[src/u8v_pkg.sv]
// ----------------------------------------------------------------------------
// u8v_pkg
// Shared types and constants for the UTF-8 stream validator.
// ----------------------------------------------------------------------------
`default_nettype none

package u8v_pkg;

	// Width of one raw byte and of the padded result word.
	localparam int unsigned BYTE_W   = 8;
	localparam int unsigned RESULT_W = 8;

	// Byte class masks and patterns.
	localparam logic [BYTE_W-1:0] ASCII_MAX     = 8'h7F;
	localparam logic [BYTE_W-1:0] MASK_CONT     = 8'hC0;
	localparam logic [BYTE_W-1:0] PAT_CONT      = 8'h80;
	localparam logic [BYTE_W-1:0] MASK_LEAD2    = 8'hE0;
	localparam logic [BYTE_W-1:0] PAT_LEAD2     = 8'hC0;
	localparam logic [BYTE_W-1:0] MASK_OVERLONG = 8'hFE;
	localparam logic [BYTE_W-1:0] PAT_OVERLONG  = 8'hC0;
	localparam logic [BYTE_W-1:0] MASK_LEAD3    = 8'hF0;
	localparam logic [BYTE_W-1:0] PAT_LEAD3     = 8'hE0;
	localparam logic [BYTE_W-1:0] MASK_LEAD4    = 8'hF8;
	localparam logic [BYTE_W-1:0] PAT_LEAD4     = 8'hF0;

	// Continuation counts owed after each lead byte.
	localparam logic [1:0] OWE_NONE  = 2'd0;
	localparam logic [1:0] OWE_ONE   = 2'd1;
	localparam logic [1:0] OWE_TWO   = 2'd2;
	localparam logic [1:0] OWE_THREE = 2'd3;

	// Decoder state carried from one byte to the next.
	typedef struct packed {
		logic [1:0] owed;
		logic       err;
	} u8v_state_t;

	// Per-byte result flags.
	typedef struct packed {
		logic buffer_valid;
		logic ok_so_far;
	} u8v_result_t;

endpackage : u8v_pkg

`default_nettype wire

[src/u8v_step.sv]
// ----------------------------------------------------------------------------
// u8v_step
// Combinational next-state and result logic for one byte of the stream.
// ----------------------------------------------------------------------------
`default_nettype none

module u8v_step (
	input  wire logic [u8v_pkg::BYTE_W-1:0] byte_value,
	input  wire logic                       last_byte,
	input  wire u8v_pkg::u8v_state_t        cur_state,
	output u8v_pkg::u8v_state_t             nxt_state,
	output u8v_pkg::u8v_result_t            result
);
	import u8v_pkg::*;

	u8v_state_t upd;

	// Classify the byte against the current decoder state.
	always_comb begin
		upd = cur_state;
		if (!cur_state.err) begin
			priority if (cur_state.owed != OWE_NONE) begin
				if ((byte_value & MASK_CONT) == PAT_CONT) begin
					upd.owed = cur_state.owed - 2'd1;
				end else begin
					upd.err = 1'b1;
				end
			end else if (byte_value <= ASCII_MAX) begin
				upd.owed = OWE_NONE;
			end else if ((byte_value & MASK_LEAD2) == PAT_LEAD2) begin
				if ((byte_value & MASK_OVERLONG) == PAT_OVERLONG) begin
					upd.err = 1'b1;
				end else begin
					upd.owed = OWE_ONE;
				end
			end else if ((byte_value & MASK_LEAD3) == PAT_LEAD3) begin
				upd.owed = OWE_TWO;
			end else if ((byte_value & MASK_LEAD4) == PAT_LEAD4) begin
				upd.owed = OWE_THREE;
			end else begin
				upd.err = 1'b1;
			end
			if (upd.err) begin
				upd.owed = OWE_NONE;
			end
		end
	end

	// Result flags and the state handed to the next byte.
	always_comb begin
		result.ok_so_far    = ~upd.err;
		result.buffer_valid = last_byte & ~upd.err & (upd.owed == OWE_NONE);
		if (last_byte) begin
			nxt_state = '0;
		end else begin
			nxt_state = upd;
		end
	end

endmodule : u8v_step

`default_nettype wire

[src/utf8_stream_validator_top.sv]
// ----------------------------------------------------------------------------
// utf8_stream_validator_top
// Checks a UTF-8 byte stream and returns one result per byte.
// ----------------------------------------------------------------------------
// The block takes one byte per transaction, with tlast marking the final byte
// of a buffer, and returns exactly one result transaction per byte in order.
// It sustains one byte per clock cycle while the output side is ready; each
// byte passes through an input register and then a result register, which
// offers its result until the output side is ready to take it. The input
// stalls only while both registers are full and the output side is not
// ready. The decoder state
// (owed continuation bytes and a sticky error flag) updates as a byte moves
// from the input register to the result register, and it clears after the
// byte marked last. Lead bytes 0xC0 and 0xC1 are rejected as overlong; three-
// and four-byte forms get no overlong, surrogate or range checks.
// ----------------------------------------------------------------------------
`default_nettype none

module utf8_stream_validator_top (
	input  wire logic                         clk,
	input  wire logic                         arst_n,
	// Byte stream in.
	input  wire logic                         s_tvalid,
	output logic                              s_tready,
	input  wire logic [u8v_pkg::BYTE_W-1:0]   s_tdata,  // [7:0] byte_value
	input  wire logic                         s_tlast,  // last_byte
	// Result stream out.
	output logic                              m_tvalid,
	input  wire logic                         m_tready,
	output logic [u8v_pkg::RESULT_W-1:0]      m_tdata,  // [0] ok_so_far, [1] buffer_valid
	output logic                              m_tlast   // buffer_done
);
	import u8v_pkg::*;

	logic                valid_s1;
	logic [BYTE_W-1:0]   byte_s1;
	logic                last_s1;
	logic                valid_s2;
	u8v_result_t         result_s2;
	logic                last_s2;
	u8v_state_t          state_q;
	u8v_state_t          state_nxt;
	u8v_result_t         result_nxt;
	logic                adv_s2;
	logic                adv_s1;

	// Handshake: each stage moves when the stage after it has room.
	assign adv_s2   = ~valid_s2 | m_tready;
	assign adv_s1   = valid_s1 & adv_s2;
	assign s_tready = ~valid_s1 | adv_s2;

	// Input register.
	always_ff @(posedge clk or negedge arst_n) begin
		if (!arst_n) begin
			valid_s1 <= 1'b0;
		end else if (s_tready) begin
			valid_s1 <= s_tvalid;
		end
	end

	always_ff @(posedge clk) begin
		if (s_tready && s_tvalid) begin
			byte_s1 <= s_tdata;
			last_s1 <= s_tlast;
		end
	end

	// Per-byte decode step.
	u8v_step u_step (
		.byte_value (byte_s1),
		.last_byte  (last_s1),
		.cur_state  (state_q),
		.nxt_state  (state_nxt),
		.result     (result_nxt)
	);

	// Decoder state advances with each byte that reaches the result register.
	always_ff @(posedge clk or negedge arst_n) begin
		if (!arst_n) begin
			state_q <= '0;
		end else if (adv_s1) begin
			state_q <= state_nxt;
		end
	end

	// Result register.
	always_ff @(posedge clk or negedge arst_n) begin
		if (!arst_n) begin
			valid_s2 <= 1'b0;
		end else if (adv_s2) begin
			valid_s2 <= valid_s1;
		end
	end

	always_ff @(posedge clk) begin
		if (adv_s1) begin
			result_s2 <= result_nxt;
			last_s2   <= last_s1;
		end
	end

	// Output transaction fields, padded to a whole byte.
	assign m_tvalid = valid_s2;
	assign m_tlast  = last_s2;
	assign m_tdata  = {{(RESULT_W-2){1'b0}}, result_s2.buffer_valid, result_s2.ok_so_far};

endmodule : utf8_stream_validator_top

`default_nettype wire

[config.mk]
export PLATFORM = sky130hd
export DESIGN_NAME = utf8_stream_validator_top
export DESIGN_NICKNAME = d
export VERILOG_FILES = /design/src/u8v_pkg.sv /design/src/u8v_step.sv /design/src/utf8_stream_validator_top.sv
export SDC_FILE = /design/constraint.sdc
export NUM_CORES = 1
export LEC_CHECK = 0
export BUFFER_PORTS_ARGS = -buffer_cell sky130_fd_sc_hd__buf_4
export CORE_MARGIN = 4
export CORE_UTILIZATION = 44
export DETAILED_ROUTE_END_ITERATION = 8
export PLACE_DENSITY = 0.76
export SLEW_MARGIN = 25
export SYNTH_ARGS = -nofsm -noshare
export SYNTH_HDL_FRONTEND = slang
export SYNTH_SLANG_ARGS = --single-unit
[constraint.sdc]
create_clock -name clk -period 1.47 [get_ports clk]
set_input_delay 0.441 -clock clk [delete_from_list [all_inputs] [get_ports clk]]
set_output_delay 0.441 -clock clk [all_outputs]
set_load 0.01 [all_outputs]
==> results of run 1 <==
==> layer usage <==
layer | up-vias | GRT usage [%]
met2 | 22 | 21.19
met5 | - | 0
li1 | 300 | -
met1 | 285 | 12.34
met4 | 0 | 6.114
met3 | 4 | 4.585
==> how the worst min path moves through the flow <==
| stage | cells past startpoint | start | slack [ps] | to |
|---|---|---|---|---|
| final | 1 | s_tlast | 330 | last_s1$_DFFE_PP_ |
| after global placement | 1 | arst_n | 250 | m_tvalid$_DFFE_PN0P_ |
| after global routing | 1 | s_tdata[2] | 300 | byte_s1[2]$_DFFE_PP_ |
| after detailed placement | 1 | arst_n | 250 | m_tvalid$_DFFE_PN0P_ |
| after floorplan | 0 | arst_n | 150 | m_tvalid$_DFFE_PN0P_ |
| after CTS | 1 | s_tlast | 320 | last_s1$_DFFE_PP_ |
==> power breakdown <==
part / total [mW] / internal, mW / switching (mW) / leakage [nW]
Sequential: 0.579 / 0.540 / 0.0389 / 0.168
Combinational: 0.425 / 0.228 / 0.197 / 0.259
Clock: 0.234 / 0.105 / 0.129 / 0.0150
==> cell type report <==
| cell class | count | area (um^2) |
|---|---|---|
| clock buffers | 4 | 26.28 |
| inverters | 4 | 15.01 |
| flip-flops and latches | 16 | 455.4 |
| well taps | 25 | 31.28 |
| multi-input cells | 47 | 371.6 |
| fillers | 160 | 659.4 |
| repair buffers | 27 | 205.2 |
==> critical path, stage by stage (launching register included) <==
cell,delay [ps]
dfrtp_1,400
inv_2,70
ha_4,160
nand2_4,60
a311oi_2,240
o2bb2ai_2,200
nand3_2,110
nor3b_2,210
==> cell families (layout without fill, tap and decap cells) <==
family,Yosys count,in the layout,synth area share (%)
compound gates,14,14,14.43
other cells,1,6,0.4460
mux,1,1,1.191
buf+inv,12,35,9.820
fa+ha+maj,1,1,1.488
simple gates,25,25,18.45
flops,16,16,54.17
==> cells in the final DEF (no fill, tap or decap), types with 2 or more instances in the layout <==
master	netlist	routed
nor2_1	2	2
edfxtp_1	11	11
buf_4	6	26
o211ai_1	2	2
nand2_1	5	5
o31ai_2	2	2
conb_1	1	6
nand2b_1	4	4
nand3_2	1	2
o21ai_0	3	3
nor3b_1	2	2
inv_1	4	2
clkbuf_4	0	3
inv_2	0	2
dfrtp_1	5	5
==> stage by stage <==
stage	instance area, um^2	TNS (ps)	cells
finish	1105	-241.1	123
global route	1105	-520.4	123
CTS	1060	-229.9	122
detailed placement	1016	-123.8	116
global placement	1016	-54.64	116
floorplan	872.1	-7.021	75
==> repair_timing <==
item	4_1_cts	5_1_grt
hold buffers	1	0
gates resized for setup	0	6
endpoints found under the hold margin	5	0
setup buffers	1	1
pin swaps	2	3
setup endpoints to repair	4	5
==> registers in the layout (all words and copies together), names as in the netlist <==
register / flops
byte_s1: 7
state_q: 3
m_tdata: 2
last_s1: 1
m_tlast: 1
m_tvalid: 1
valid_s1: 1
==> impl_metrics.json, run 1 <==
{
  "status": "finished, violations left",
  "violations": "setup timing",
  "grt_pass1_vias": 577,
  "yosysTopAreaCell": "edfxtp_1",
  "synthTopCellsByCount": "edfxtp_1, buf_4, dfrtp_1, nand2_1",
  "grt_max_degree": 10,
  "nets": 113,
  "drcViolationCount": 0,
  "insertion_delay_ps": 280,
  "ys.flop_type": "edfxtp_1",
  "ir_drop_v": 0.0006848,
  "cts_buffers": 3,
  "worstRegToRegCells": 7,
  "reg2reg_from": "state_q[2]$_DFFE_PN0P_",
  "routedWlPerCell_um": 12.34,
  "syn_inst": 70,
  "grt_usage_pct": 12.05,
  "pre_cts_ws_ps": -103.8,
  "tritoncts": "built",
  "wl_met3_um": 96,
  "layout-drive-gt1-share_pct": 43.88,
  "yosysTopAreaCellShare_pct": 39.29,
  "finalSetupViolations": 4,
  "vias": 611,
  "grt.overflow.total": 0,
  "ys_types": 32,
  "p_leak_nw": 0.4421,
  "synthArstFlopShare_pct": 31.25,
  "r2r_setup_slack_ps": -130,
  "min_period_ps": 1604,
  "post-route-period-util_pct": 109.1,
  "path_clk_slew_ps": 90,
  "worstReg2RegEnd": "m_tdata[1]$_DFFE_PP_",
  "finClkSkew_ps": 2.590,
  "hpwlAfterDp_um": 1103,
  "synth.most_common_cell": "edfxtp_1",
  "htree_num_levels": 1,
  "p_per_area_mw_per_mm2": 1121,
  "clock.fmax_ghz": 0.6233,
  "whs_ps": 333.9,
  "io-pin-count": 24,
  "wl_met2_um": 805,
  "die_w_um": 51.72,
  "syn_area_per_cell_um2": 12.01,
  "yosys-top-cells-area": "edfxtp_1, dfrtp_1, buf_4",
  "path_class": "reg2reg",
  "portBuffers": 16,
  "initial_utilization_pct": 47.66,
  "slew_violations": 0,
  "syn2layout_area_growth_pct": 31.40,
  "ys_ff_latch": 16,
  "postRouteAntennaNets": 0,
  "top_layer_used": "met4",
  "total_power_mw": 1.238,
  "met1Wirelength_um": 583,
  "gp_congestion": 0.7596,
  "end_kind": "register",
  "synth_edf_count": 11,
  "seq_area_frac_synth_pct": 54.17,
  "netlist_area_um2": 840.8,
  "hold_violations": 0,
  "ys_warn_count": 0,
  "cap_violations": 0,
  "antenna_cells": 0,
  "cp_data_required_time_ps": 1590,
  "setup_ws_ps": -134.4,
  "cts.sinks": 16,
  "antenna_found_initial": 0,
  "via_per_inst": 4.967,
  "drt_pre_antenna_iters": 4,
  "crit_start": "state_q[2]$_DFFE_PN0P_",
  "crit_arrival_ps": 1730,
  "hp-class": "in2reg",
  "post-route-util_pct": 62.62,
  "fp.dieH_um": 51.72,
  "startpoint_type": "register",
  "rsz0062_at_grt": "true",
  "core.rowCount": 15,
  "drt-initial-drc-count": 5,
  "coreArea_mm2": 0.001764,
  "root_buffer": "clkbuf_4",
  "crit_path_end": "m_tdata[1]$_DFFE_PP_",
  "critPathMaxFanout": 5,
  "die_area_mm2": 0.002674,
  "wl_um": 1518,
  "grt_pass1_wl_um": 2311,
  "clockBufferDepth": 2
}
No activity file was read; power rests on OpenSTA's default activity.
==> inputs of run 2 (changes only) <==
TNS_END_PERCENT = 5   (was default)
==> impl_metrics.json, run 2 (synthesis results as in run 1) <==
{
  "antenna_found_initial": 0,
  "clock.fmax_ghz": 0.6247,
  "path_class": "reg2reg",
  "postRouteAntennaNets": 0,
  "via_per_inst": 5.041,
  "post-route-period-util_pct": 108.9,
  "finClkSkew_ps": 3.541,
  "tritoncts": "built",
  "wl_um": 1471,
  "grt.overflow.total": 0,
  "initial_utilization_pct": 47.66,
  "hold_violations": 0,
  "grt_pass1_vias": 579,
  "crit_slowest_cell": "dfrtp_1",
  "ir_drop_v": 0.0006849,
  "final_common_cell": "buf_4",
  "grt_max_degree": 10,
  "portBuffers": 16,
  "htree_num_levels": 1,
  "drt_pre_antenna_iters": 4,
  "vias": 615,
  "rsz0062_at_grt": "true",
  "p_per_area_mw_per_mm2": 1131,
  "layout-drive-gt1-share_pct": 41.24,
  "end_kind": "register",
  "hp-class": "in2reg",
  "max_stage_delay_ps": 380,
  "cts_buffers": 3,
  "largest_reg_flops": 7,
  "startpoint_type": "register",
  "root_buffer": "clkbuf_4",
  "critPathMaxFanout": 5,
  "cap_violations": 0,
  "die_w_um": 51.72,
  "syn2layout_area_growth_pct": 28.72,
  "grt_usage_pct": 12.05,
  "max_flop_register": "byte_s1",
  "die_area_mm2": 0.002674,
  "p_leak_nw": 0.4355,
  "antenna_cells": 0,
  "clockBufferDepth": 2,
  "io-pin-count": 24,
  "mostFrequentLayoutCells": "buf_4, edfxtp_1, conb_1",
  "path_clk_slew_ps": 90,
  "nets": 112,
  "min_period_ps": 1601,
  "fp.dieH_um": 51.72,
  "drcViolationCount": 0,
  "hpwlAfterDp_um": 1103,
  "routedWlPerCell_um": 12.06,
  "cts.sinks": 16,
  "crit_arrival_ps": 1730,
  "total_power_mw": 1.224,
  "slew_violations": 0,
  "setup_ws_ps": -130.8,
  "grt_pass1_wl_um": 2311,
  "coreArea_mm2": 0.001764,
  "status": "finished, violations left",
  "critPathTopFamily": "compound AO/OA/AOI/OAI gates",
  "violations": "setup timing",
  "post-route-util_pct": 61.35,
  "gp_congestion": 0.7596,
  "core.rowCount": 15,
  "drt-initial-drc-count": 4,
  "worstPathCellList": "inv_2 -> ha_4 -> buf_4 -> o211ai_1 -> o31ai_1 -> o31ai_2 -> nor3b_2",
  "crit_buf_inv": 2,
  "cp_data_required_time_ps": 1600,
  "finalSetupViolations": 4,
  "insertion_delay_ps": 280
}
run 2: cell count changes in the layout (fill, tap and decap cells not counted):
cell,delta
nand3_1,+1
o31ai_1,+1
o31ai_4,-1
buf_4,-2
nand3_2,-1
buf_6,+1
run 2: cell type report:
cell class                 instances  area (um^2)
multi-input combinational         47        352.8
inverter                           4        15.01
sequential                        16        455.4
timing repair buffer              26        201.4
fill                             165        681.9
clock buffer                       4        26.28
tap                               25        31.28
run 2: path summary, 6_finish.rpt:
check / startpoint / to / slack (ps) / cells past startpoint
setup / recovery: state_q[2]$_DFFE_PN0P_ / m_tdata[1]$_DFFE_PP_ / -130 / 7
hold / removal: s_tlast / last_s1$_DFFE_PP_ / 330 / 1
setup reg to reg: state_q[2]$_DFFE_PN0P_ / m_tdata[1]$_DFFE_PP_ / -130 / 7
hold reg to reg: valid_s1$_DFFE_PN0N_ / m_tvalid$_DFFE_PN0P_ / 520 / 1
max in group asynchronous: arst_n / state_q[1]$_DFFE_PN0P_ / 870 / 2
min in group asynchronous: arst_n / state_q[0]$_DFFE_PN0P_ / 500 / 2
run 2: metrics by stage:
| stage | setup WS, ps | area [um^2] | hold WS, ps | TNS, ps | std cells |
|---|---|---|---|---|---|
| after floorplan | -7.021 | 872.1 | 145.4 | -7.021 | 75 |
| after global routing | -191.0 | 1082 | 301.8 | -501.2 | 122 |
| after global placement | -54.64 | 1016 | 249.1 | -54.64 | 116 |
| final | -130.8 | 1082 | 332.4 | -212.2 | 122 |
| after detailed placement | -103.8 | 1016 | 249.8 | -123.8 | 116 |
| after CTS | -131.3 | 1060 | 324.9 | -229.9 | 122 |
run 2: what timing repair did:
item	CTS	global route
pin swaps	2	0
hold buffers	1	0
setup endpoints to repair	4	5
gates cloned	0	0
setup buffers	1	0
hold endpoints to repair	5	0
gates resized for setup	0	4
run 2: where the power goes:
part / internal [mW] / switching, mW
Combinational: 0.223 / 0.188
Clock: 0.105 / 0.131
Sequential: 0.540 / 0.0372
Total: 0.868 / 0.356
run 2: worst register-to-register path, cell delays in order, from the launching register on:
cell	delay [ps]
dfrtp_1	380
inv_2	50
ha_4	170
buf_4	130
o211ai_1	80
o31ai_1	110
o31ai_2	280
nor3b_2	240
run 2: metal layers:
| layer | GRT usage (%) | wire length, um |
|---|---|---|
| met1 | 12.34 | 570 |
| met2 | 21.19 | 761 |
| met5 | 0 | 0 |
| met4 | 6.114 | 31 |
| met3 | 4.585 | 108 |
